## config.mk

```make
export PLATFORM = sky130hd
export DESIGN_NAME = tdma_frame_number_sync
export DESIGN_NICKNAME = d
export VERILOG_FILES = /design/src/hdl/tfns_pkg.sv /design/src/hdl/tdma_frame_number_sync.sv /design/src/hdl/tfns_ctrl.sv /design/src/hdl/tfns_dp.sv
export VERILOG_INCLUDE_DIRS = /design/src /design/src/hdl
export SDC_FILE = /design/constraint.sdc
export NUM_CORES = 1
export LEC_CHECK = 0
export BUFFER_PORTS_ARGS = -buffer_cell sky130_fd_sc_hd__buf_2
export CAP_MARGIN = 20
export CORE_UTILIZATION = 25
export CTS_CLUSTER_DIAMETER = 30
export DETAILED_ROUTE_END_ITERATION = 10
export SETUP_SLACK_MARGIN = 0.2
export SLEW_MARGIN = 20
export SYNTH_ARGS = -nofsm -noshare
export SYNTH_HDL_FRONTEND = slang
export SYNTH_HIERARCHICAL = 1
export SYNTH_SLANG_ARGS = --single-unit
```

## constraint.sdc

```tcl
create_clock -name i_clk -period 6 [get_ports i_clk]
set_input_delay 1.2 -clock i_clk [delete_from_list [all_inputs] [get_ports i_clk]]
set_output_delay 1.2 -clock i_clk [all_outputs]
set_load 0.01 [all_outputs]
```

## src/hdl/tdma_frame_number_sync_assert.svh

```systemverilog
// Assertion macros for the frame number synchronizer.
`ifndef TDMA_FRAME_NUMBER_SYNC_ASSERT_SVH
`define TDMA_FRAME_NUMBER_SYNC_ASSERT_SVH

// Same-cycle implication, checked outside reset.
`define TFNS_ASSERT_IMP(lbl, ante, cons, msg) \
    lbl: assert property (@(posedge i_clk) disable iff (!i_rst_n) (ante) |-> (cons)) \
        else $error(msg);

// Next-cycle implication, checked outside reset.
`define TFNS_ASSERT_NXT(lbl, ante, cons, msg) \
    lbl: assert property (@(posedge i_clk) disable iff (!i_rst_n) (ante) |=> (cons)) \
        else $error(msg);

`endif

```

## src/hdl/tfns_pkg.sv

```systemverilog
// Shared constants, codes and control types of the frame number synchronizer.
package tfns_pkg;

    localparam int HIST_DEPTH = 5;
    localparam int HYPER_LEN  = 2715648;
    localparam int FRAME_W    = 22;
    localparam int OFFS_W     = 23;
    localparam int TOL_W      = 10;
    localparam int SUM_W      = 24;
    localparam int TOL_RESET  = 16;
    localparam int IDX_W      = (HIST_DEPTH > 1) ? $clog2(HIST_DEPTH) : 1;
    localparam int FILL_W     = $clog2(HIST_DEPTH + 1);

    typedef enum logic [1:0] {
        MODE_TICK   = 2'd0,
        MODE_REPORT = 2'd1,
        MODE_FORCE  = 2'd2,
        MODE_START  = 2'd3
    } t_mode;

    typedef struct packed {
        logic capture;
        logic apply;
        logic scan;
        logic decide;
        logic sum;
        logic wrap;
        logic load_out;
    } t_cmd;

    typedef struct packed {
        logic is_report;
        logic scan_last;
        logic out_free;
    } t_stat;

endpackage

```

## src/hdl/tdma_frame_number_sync.sv

```systemverilog
// Steps: tick, forced tick and start go through capture, apply, sum, wrap and output load;
// a sync report also scans the filled history entries (1 to 5) and then decides the offset.
// Throughput: one item at a time; the next transfer is taken once the result sits in the
// output register, so a report, with its history scan, holds the input longer than other items.
// Reset (synchronous, active low): counter, offset, sync flag, history pointer and fill clear,
// tolerance returns to 16, output goes invalid; history contents are not cleared.
module tdma_frame_number_sync (
    input  logic                          i_clk,
    input  logic                          i_rst_n,
    input  logic                          i_in_valid,
    output logic                          o_in_stall,
    input  logic [1:0]                    i_mode,
    input  logic [tfns_pkg::FRAME_W-1:0]  i_frame_value,
    output logic                          o_out_valid,
    input  logic                          i_out_stall,
    output logic [tfns_pkg::FRAME_W-1:0]  o_corrected_frame,
    output logic                          o_is_synced,
    output logic                          o_offset_updated,
    input  logic                          i_cfg_we,
    input  logic [tfns_pkg::TOL_W-1:0]    i_cfg_data
);
    import tfns_pkg::*;

    `include "tdma_frame_number_sync_assert.svh"

    localparam logic [FRAME_W-1:0] FRAME_LIMIT = FRAME_W'(HYPER_LEN);

    t_cmd  w_cmd;
    t_stat w_stat;
    logic  w_in_xfer;

    // An input transfer happens only in the idle state of the sequencer.
    assign w_in_xfer = i_in_valid && !o_in_stall;

    // Sequencer: capture, apply the mode, scan the history on reports, decide the
    // offset, add and wrap, then hand the result to the output register.
    tfns_ctrl u_ctrl (
        .i_clk      (i_clk),
        .i_rst_n    (i_rst_n),
        .i_in_valid (i_in_valid),
        .o_in_stall (o_in_stall),
        .i_stat     (w_stat),
        .o_cmd      (w_cmd)
    );

    // Datapath: local counter, offset, five-entry history ring, tolerance register
    // and the output register that lets a new item in while a result waits.
    tfns_dp u_dp (
        .i_clk             (i_clk),
        .i_rst_n           (i_rst_n),
        .i_cmd             (w_cmd),
        .o_stat            (w_stat),
        .i_mode            (i_mode),
        .i_frame_value     (i_frame_value),
        .i_cfg_we          (i_cfg_we),
        .i_cfg_data        (i_cfg_data),
        .o_out_valid       (o_out_valid),
        .i_out_stall       (i_out_stall),
        .o_corrected_frame (o_corrected_frame),
        .o_is_synced       (o_is_synced),
        .o_offset_updated  (o_offset_updated)
    );

    // The wrapped frame never reaches the hyperframe length.
    `TFNS_ASSERT_IMP(a_frame_range, o_out_valid, o_corrected_frame < FRAME_LIMIT, "frame overflow")
    // Replacing the offset always leaves the block synchronized.
    `TFNS_ASSERT_IMP(a_update_synced, o_out_valid && o_offset_updated, o_is_synced, "not synced")
    // After a transfer the block is busy with that item.
    `TFNS_ASSERT_NXT(a_busy_after_xfer, w_in_xfer, o_in_stall, "input taken without going busy")

endmodule

```

## src/hdl/tfns_ctrl.sv

```systemverilog
// Sequencer of the frame number synchronizer.
module tfns_ctrl (
    input  logic           i_clk,
    input  logic           i_rst_n,
    input  logic           i_in_valid,
    output logic           o_in_stall,
    input  tfns_pkg::t_stat i_stat,
    output tfns_pkg::t_cmd  o_cmd
);
    import tfns_pkg::*;

    typedef enum logic [2:0] {
        S_IDLE,
        S_APPLY,
        S_SCAN,
        S_DECIDE,
        S_SUM,
        S_WRAP,
        S_DONE
    } t_state;

    t_state r_state;

    always_ff @(posedge i_clk) begin
        if (!i_rst_n) begin
            r_state <= S_IDLE;
        end else begin
            case (r_state)
                S_IDLE:   if (i_in_valid) r_state <= S_APPLY;
                S_APPLY:  r_state <= i_stat.is_report ? S_SCAN : S_SUM;
                S_SCAN:   if (i_stat.scan_last) r_state <= S_DECIDE;
                S_DECIDE: r_state <= S_SUM;
                S_SUM:    r_state <= S_WRAP;
                S_WRAP:   r_state <= S_DONE;
                S_DONE:   if (i_stat.out_free) r_state <= S_IDLE;
                default:  r_state <= S_IDLE;
            endcase
        end
    end

    always_comb begin
        o_cmd          = '0;
        o_cmd.capture  = (r_state == S_IDLE) && i_in_valid;
        o_cmd.apply    = (r_state == S_APPLY);
        o_cmd.scan     = (r_state == S_SCAN);
        o_cmd.decide   = (r_state == S_DECIDE);
        o_cmd.sum      = (r_state == S_SUM);
        o_cmd.wrap     = (r_state == S_WRAP);
        o_cmd.load_out = (r_state == S_DONE) && i_stat.out_free;
    end

    assign o_in_stall = (r_state != S_IDLE);

endmodule

```

## src/hdl/tfns_dp.sv

```systemverilog
// Datapath of the frame number synchronizer: counter, offset, history and output register.
module tfns_dp (
    input  logic                          i_clk,
    input  logic                          i_rst_n,
    input  tfns_pkg::t_cmd                i_cmd,
    output tfns_pkg::t_stat               o_stat,
    input  logic [1:0]                    i_mode,
    input  logic [tfns_pkg::FRAME_W-1:0]  i_frame_value,
    input  logic                          i_cfg_we,
    input  logic [tfns_pkg::TOL_W-1:0]    i_cfg_data,
    output logic                          o_out_valid,
    input  logic                          i_out_stall,
    output logic [tfns_pkg::FRAME_W-1:0]  o_corrected_frame,
    output logic                          o_is_synced,
    output logic                          o_offset_updated
);
    import tfns_pkg::*;

    localparam logic [FRAME_W-1:0]      LAST_FRAME = FRAME_W'(HYPER_LEN - 1);
    localparam logic [FRAME_W:0]        HL_W1      = (FRAME_W + 1)'(HYPER_LEN);
    localparam logic signed [SUM_W:0]   HL_S       = (SUM_W + 1)'(HYPER_LEN);
    localparam logic signed [SUM_W:0]   HL2_S      = (SUM_W + 1)'(2 * HYPER_LEN);
    localparam logic [IDX_W-1:0]        LAST_SLOT  = IDX_W'(HIST_DEPTH - 1);
    localparam logic [FILL_W-1:0]       FULL_FILL  = FILL_W'(HIST_DEPTH);

    t_mode                     r_mode;
    logic [FRAME_W-1:0]        r_value;
    logic [FRAME_W-1:0]        r_local;
    logic signed [OFFS_W-1:0]  r_offset;
    logic signed [OFFS_W-1:0]  r_hist [HIST_DEPTH];
    logic [IDX_W-1:0]          r_slot;
    logic [FILL_W-1:0]         r_fill;
    logic                      r_synced;
    logic [IDX_W-1:0]          r_idx;
    logic signed [OFFS_W-1:0]  r_best;
    logic                      r_updated;
    logic signed [SUM_W-1:0]   r_sum;
    logic [FRAME_W-1:0]        r_corr;
    logic [TOL_W-1:0]          r_tol;
    logic                      r_out_valid;
    logic [FRAME_W-1:0]        r_out_frame;
    logic                      r_out_synced;
    logic                      r_out_updated;

    logic [FRAME_W-1:0]        n_local;
    logic [FRAME_W:0]          w_forced;
    logic signed [OFFS_W-1:0]  w_raw;
    logic signed [OFFS_W-1:0]  w_entry;
    logic signed [SUM_W-1:0]   w_diff;
    logic [SUM_W-1:0]          w_mag;
    logic                      w_drift_ok;
    logic signed [SUM_W:0]     w_sext;
    logic signed [SUM_W:0]     n_corr;

    // Advance, load, clear or hold the local counter.
    always_comb begin
        w_forced = {1'b0, r_value} + (FRAME_W + 1)'(1);
        case (r_mode)
            MODE_TICK:   n_local = (r_local == LAST_FRAME) ? '0 : r_local + FRAME_W'(1);
            MODE_FORCE:  n_local = (w_forced >= HL_W1) ? FRAME_W'(w_forced - HL_W1)
                                                       : w_forced[FRAME_W-1:0];
            MODE_START:  n_local = '0;
            default:     n_local = r_local;
        endcase
    end

    assign w_raw   = $signed({1'b0, r_value}) - $signed({1'b0, r_local});
    assign w_entry = r_hist[r_idx];

    assign w_diff     = {r_best[OFFS_W-1], r_best} - {r_offset[OFFS_W-1], r_offset};
    assign w_mag      = w_diff[SUM_W-1] ? SUM_W'(-w_diff) : w_diff;
    assign w_drift_ok = (w_mag <= SUM_W'(r_tol));

    // Reduce the sum into hyperframe range; it lies within one period below
    // zero and under three periods above.
    always_comb begin
        w_sext = {r_sum[SUM_W-1], r_sum};
        if (w_sext < 0) begin
            n_corr = w_sext + HL_S;
        end else if (w_sext >= HL2_S) begin
            n_corr = w_sext - HL2_S;
        end else if (w_sext >= HL_S) begin
            n_corr = w_sext - HL_S;
        end else begin
            n_corr = w_sext;
        end
    end

    always_ff @(posedge i_clk) begin
        if (!i_rst_n) begin
            r_tol <= TOL_W'(TOL_RESET);
        end else if (i_cfg_we) begin
            r_tol <= i_cfg_data;
        end
    end

    always_ff @(posedge i_clk) begin
        if (!i_rst_n) begin
            r_local  <= '0;
            r_offset <= '0;
            r_slot   <= '0;
            r_fill   <= '0;
            r_synced <= 1'b0;
        end else begin
            if (i_cmd.apply) begin
                r_local <= n_local;
                if (r_mode == MODE_REPORT) begin
                    r_slot <= (r_slot == LAST_SLOT) ? '0 : r_slot + IDX_W'(1);
                    if (r_fill != FULL_FILL) begin
                        r_fill <= r_fill + FILL_W'(1);
                    end
                end
            end
            if (i_cmd.decide && !(r_synced && w_drift_ok)) begin
                r_offset <= r_best;
                r_synced <= 1'b1;
            end
        end
    end

    always_ff @(posedge i_clk) begin
        if (i_cmd.apply && r_mode == MODE_REPORT) begin
            r_hist[r_slot] <= w_raw;
        end
    end

    always_ff @(posedge i_clk) begin
        if (i_cmd.capture) begin
            r_mode  <= t_mode'(i_mode);
            r_value <= i_frame_value;
        end
        if (i_cmd.apply) begin
            r_idx     <= '0;
            r_updated <= 1'b0;
        end
        if (i_cmd.scan) begin
            if (r_idx == '0 || w_entry > r_best) begin
                r_best <= w_entry;
            end
            r_idx <= r_idx + IDX_W'(1);
        end
        if (i_cmd.decide) begin
            r_updated <= !(r_synced && w_drift_ok);
        end
        if (i_cmd.sum) begin
            r_sum <= $signed({2'b00, r_local}) + SUM_W'(r_offset);
        end
        if (i_cmd.wrap) begin
            r_corr <= n_corr[FRAME_W-1:0];
        end
        if (i_cmd.load_out) begin
            r_out_frame   <= r_corr;
            r_out_synced  <= r_synced;
            r_out_updated <= r_updated;
        end
    end

    // Output register: set on load, drop after its transfer.
    always_ff @(posedge i_clk) begin
        if (!i_rst_n) begin
            r_out_valid <= 1'b0;
        end else if (i_cmd.load_out) begin
            r_out_valid <= 1'b1;
        end else if (!i_out_stall) begin
            r_out_valid <= 1'b0;
        end
    end

    assign o_stat.is_report = (r_mode == MODE_REPORT);
    assign o_stat.scan_last = (FILL_W'(r_idx) + FILL_W'(1) >= r_fill);
    assign o_stat.out_free  = !r_out_valid || !i_out_stall;

    assign o_out_valid       = r_out_valid;
    assign o_corrected_frame = r_out_frame;
    assign o_is_synced       = r_out_synced;
    assign o_offset_updated  = r_out_updated;

endmodule
```

Yosys cells after proc, flatten, opt, wreduce, memory -nomap -nowiden:

Memory sizes are Yosys's and may differ from the RTL's. A register that Yosys moved wholly into a read port is not among the register bits.
Cells that the tools add are included.

* register bits after elaboration: 187
* memory bits (writable): 115
* output and inout bits: 26
* memories: 1

* $add $sub $neg: 13
* $lt $le $gt $ge: 7
* eq/ne operators: 16
* multiplexer cells: 22
* reduce and logical (&&, ||, !) cells: 22

Memory list
* u_dp.r_hist: words 5, width 23, rd ports 1, clocked after Yosys merged registers in 1, wr ports 1, RTL line tfns_dp.sv:30 `logic signed [OFFS_W-1:0] r_hist [HIST_DEPTH];`

Operators by type and width (number)
* $mux 22: 5
* $pmux 22 s3: 1
* $sub 22x22->22 const B: 3
* $add 23x23->24: 1
* $ge 24x23->1 const B: 1
* $ge 24x24->1 const B: 1
* $le 24x10->1: 1
* $lt 24x1->1 const B: 1
* $mux 24: 1
* $mux 3: 8
* $neg 24->24: 1
* $sub 23x23->24: 1
* $add 22x1->23 const B: 1
* $ge 23x22->1 const B: 1
* $gt 23x23->1: 1
* $sub 22x22->23: 1
* $add 22x1->22 const B: 1
* $add 22x22->22 const B: 1
* $eq 22x22->1 const B: 1
* $pmux 3 s7: 1
* $eq 3x3->1 const B: 4
* $add 3x1->3 const B: 3
* $eq 3x2->1 const B: 2
* $logic_not 3->1: 2
* 16 further kinds: 36

Depth between registers and ports, before layout:

* depth after elaboration: 7
* gate-level depth with buffers: 25

By module:

The synthesis kept the hierarchy.

Modules (own cells, without submodules)
* tfns_dp: times used 1, cells an instance 1663, area an instance 17959.7 um2, seq. area each 8408.1 um2
* tfns_ctrl: times used 1, cells an instance 27, area an instance 219.0 um2, seq. area each 60.1 um2

Worst setup path before layout:

OpenSTA, ideal clock, no wires.

* path kind: register to register
* start point: register u_dp.r_best[6]
* end point: register u_dp.r_updated (data pin)
* data arrival time: 4592 ps
* setup slack: 1145 ps
* stages on the path, launching flop included: 21
* buffers on the path: 2
* clock period less this slack: 4855 ps
* path through: edfxtp_1 ha_1 a211oi_1 o21bai_1 or3_1 o2111a_1 o21a_1 clkbuf_1 a21oi_1 xnor2_1 ha_1 a21o_1 a21o_1 a21oi_1 o21ai_0 a211oi_1 o211a_1 o221ai_1 a2111oi_4 a41oi_4 buf_6

* word-level cells in the longest chain between the ends: 7

Ends and longest elaborated chain
* from (decl): RTL line tfns_dp.sv:35 `logic signed [OFFS_W-1:0] r_best;`
* from (signal assigned): RTL line tfns_dp.sv:138 `r_best <= w_entry;`
* $sub 23x23->24 *: RTL line tfns_dp.sv:70 `assign w_diff = {r_best[OFFS_W-1], r_best} - {r_offset[OFFS_W-1], r_offset};`
* $neg 24->24: RTL line tfns_dp.sv:71 `assign w_mag = w_diff[SUM_W-1] ? SUM_W'(-w_diff) : w_diff;`
* $mux 24 *: RTL line tfns_dp.sv:71
* $le 24x10->1 *: RTL line tfns_dp.sv:72 `assign w_drift_ok = (w_mag <= SUM_W'(r_tol));`
* $logic_and 1x1->1 *: RTL line tfns_dp.sv:143 `r_updated <= !(r_synced && w_drift_ok);`
* $logic_not 1->1 *: RTL line tfns_dp.sv:143
* $mux 1 *: RTL line tfns_dp.sv:142 `if (i_cmd.decide) begin`
* to (signal assigned): RTL line tfns_dp.sv:143
* to (decl): RTL line tfns_dp.sv:36 `logic r_updated;`

Mark *: on every way between the ends. The rest lies on a longest branch, timed or not.
A chain may end at the register's enable or synchronous reset.

Worst setup path in the final report:

* start point: register u_dp.r_best[4]
* end point: register u_dp.r_offset[7]

* word-level cells in the longest chain between the ends: 7

Ends and longest elaborated chain
* $sub 23x23->24 *: RTL line tfns_dp.sv:70
* $neg 24->24: RTL line tfns_dp.sv:71
* $mux 24 *: RTL line tfns_dp.sv:71
* $le 24x10->1 *: RTL line tfns_dp.sv:72
* $logic_and 1x1->1 *: RTL line tfns_dp.sv:114 `if (i_cmd.decide && !(r_synced && w_drift_ok)) begin`
* $logic_not 1->1 *: RTL line tfns_dp.sv:114
* $logic_and 1x1->1 *: RTL line tfns_dp.sv:114
* to (signal assigned): RTL line tfns_dp.sv:115 `r_offset <= r_best;`
* to (decl): RTL line tfns_dp.sv:29 `logic signed [OFFS_W-1:0] r_offset;`

Marked as above.

==> metrics.txt <==
clk buf depth=3; Final nets=1942; Routed Wire Length=47870 um; # port buffers=64; Switching Share=25.46%; area of the multi-input gates=0.009011 sq mm; setup ws final=0.7093 ns; share of cells above drive strength 1=15.61%; Sink Count=305; worst-margin pin slew=1.077 ns; global-route wire length before repair=74140 um; DR vias=13513; CP Max Fanout=24; YS warnings=6; IO Pins=65; # setup viols final=0; max_cap viols=0; First-pass DRT Iterations=5; die extent in y=271.7 um; top_reg_cell synth=edfxtp_1; CP required=6.44 ns; sequential cell area=0.008468 sq mm; post-CTS setup repair buffer count=0; TritonCTS Buffers=71; Routed met3 length=2541 um; PostCTS Resize Cnt=0; Post-Synthesis Cells=1690; CTS H-tree depth=3; Core ar.=0.07173 sq mm; post-route ant nets=0; Peak VDD IR=222.1 uV; #FFs+latches synth=305; die area=0.07380 sq mm; Synth Net Count=1852; drt drc=0; largest cells by area after synthesis=edfxtp_1 (39%), ha_1 (8.3%), dfxtp_1 (7.6%); First DRT Iteration DRCs=961; status=finished, final reports clean; crit path DAT=5.73 ns; area leader, netlist=edfxtp_1; Tot GR Track Use=12.87%; Leakage=0.008008 uW; average size of a mapped cell=10.76 sq um; CTS clock-pin slew for the worst setup and hold paths=0.04 ns; Clk Latency, worst-skew pair=0.60 ns; Yosys top cell area share=38.98%; clock skew=0.02546 ns; Setup TNS=0 ns; vias in the first global route=13289; final period utilization=88.18%; Vias/cell=4.843; met2 wire len=22120 um; largest net degree at the start of global routing=91; GP Congestion=0.8857; Rows=98; filler cell count=7237; met1 WL=21440 um; final cell area excluding filler cells=0.02203 sq mm; Hold Startpoint=u_dp/r_corr[19]; fraction of registers with async set/reset=0%; worst hold path type=flop to flop; Critical R2R Launch=u_dp/r_best[4]; kind of critical path=flop to flop; Critical Path Source=u_dp/r_best[4]; fin. max-slew vios=0; die extent in x=271.7 um; initial antenna violation count=2; Psw=1844 uW; synth unique cells=95; RSZ-0062 raised after global routing=false; Logic pwr share=12.0%; Internal=5399 uW; CTS tree=done; crit path launch type=flop; Slew HR=28.03%; PD cells=328.8 mW/mm^2; Root Driver=clkbuf_16; Avg WL per Cell=17.16 um; Area growth, synth to finish=21.18%; Seq pwr share=34.6%; grt ovf=0; EDFF count, synth=236; sequential area share after synthesis=46.58%; Top Metal Used=met5; clock power share=53.3%; Final min period=5.291 ns; Placement Cell Area=0.01957 sq mm; DP Worst Slack=0.6760 ns; Mapped Area=0.01818 sq mm; final hold vios=0; hold depth=0; Hold Buf Count CTS=0; dpl hpwl=35650 um; CP endpoint kind=flop; Fmax=189.0 MHz; initial core utilization=25.34%; Reg2Reg Depth=20
[kinds of logic (layout without fill, tap and decap cells)]
logic type,after synthesis,in the layout,synth area share [%]
simple gates,505,505,14.58
compound gates,403,403,15.71
flops,305,305,46.58
buf+inv,187,336,4.137
fa+ha+maj,123,123,8.590
mux,88,88,6.601
xor+xnor,79,79,3.806
other cells,0,1,0
[registers in the layout (all words and copies together) (netlist names), 22 cells and up, named ones only]
signal                  count
u_dp/r_offset              23
u_dp/r_value               22
u_dp/r_sum                 24
u_dp/o_corrected_frame     22
u_dp/r_local               22
u_dp/r_corr                22
u_dp/r_best                23
u_dp/r_hist               115
[through the flow]
stage | power (uW) | std cells | utilization [%] | hold slack [ns]
floorplan | 3127 | 1690 | - | 0.4003
CTS | 7332 | 2789 | 30.70 | 0.4129
finish | 7243 | 2790 | 30.71 | 0.4113
detailed placement | 3411 | 2657 | 27.28 | 0.4045
global placement | 3391 | 2657 | 27.28 | 0.4067
global route | 7525 | 2790 | 30.71 | 0.4198
[path summary, 6_finish.rpt]
kind	slack, ns	end
setup / recovery	0.71	u_dp/r_offset[7]
hold / removal	0.41	u_dp/o_corrected_frame[19]
setup reg to reg	0.71	u_dp/r_offset[7]
hold reg to reg	0.41	u_dp/o_corrected_frame[19]
[critical path: stages, from the launching register on]
cell,delay (ns)
edfxtp_1,0.41
ha_1,0.47
and2_1,0.36
o211ai_2,0.22
a21oi_2,0.31
o2111a_1,0.30
o21a_1,0.35
a21oi_1,0.10
xnor2_1,0.21
ha_1,0.27
a21o_1,0.16
a21o_1,0.17
a21oi_1,0.12
o21ai_0,0.09
a211oi_1,0.24
o211a_1,0.19
o221ai_1,0.15
a2111oi_4,0.40
a41oi_4,0.14
buf_4,0.28
mux2i_1,0.18
[Yosys cell counts, types with 40 or more instances]
master	n
a21oi_1	78
clkbuf_1	44
dfxtp_1	69
edfxtp_1	236
ha_1	120
inv_1	122
mux2i_1	40
nand2_1	132
nand3_1	45
nor2_1	80
nor2b_1	52
o21ai_0	75
xnor2_1	49
[layout by cell type, fill, tap and decap left out, types with 30 or more instances in the layout]
cell and count:
edfxtp_1 236, nand2_1 132, inv_1 122, ha_1 120, nor2_1 78, a21oi_1 78
o21ai_0 75, clkbuf_16 74, dfxtp_1 69, buf_2 64, nor2b_1 51, xnor2_1 49
nand3_1 45, mux2i_1 40, a21o_1 30, xor2_1 30
[final cells by class]
cell class | count | share of cell area (%)
Timing Repair Buffer | 81 | 2.033
Multi-Input combinational cell | 1198 | 40.91
Antenna cell | 1 | 0.01136
Clock buffer | 89 | 8.753
Inverter | 123 | 2.096
Sequential cell | 305 | 38.44
Clock inverter | 43 | 2.363
Tap cell | 950 | 5.396
[routing by layer]
metal	vias to the layer above	global-route usage, %
met5	-	0
met4	2	5.781
met3	108	2.981
met2	369	20.80
met1	6504	16.28
li1	6530	-
[power by group through the flow]
stage          Combinational (uW)  Sequential, uW  Clock [uW]
5_1_grt                       961            2520        4040
4_1_cts                       872            2510        3950
3_5_place_dp                  864            2550           0
3_3_place_gp                  846            2540           0
2_1_floorplan                 641            2490           0
6_report                      870            2510        3860
(Power assumes the default switching activity.)
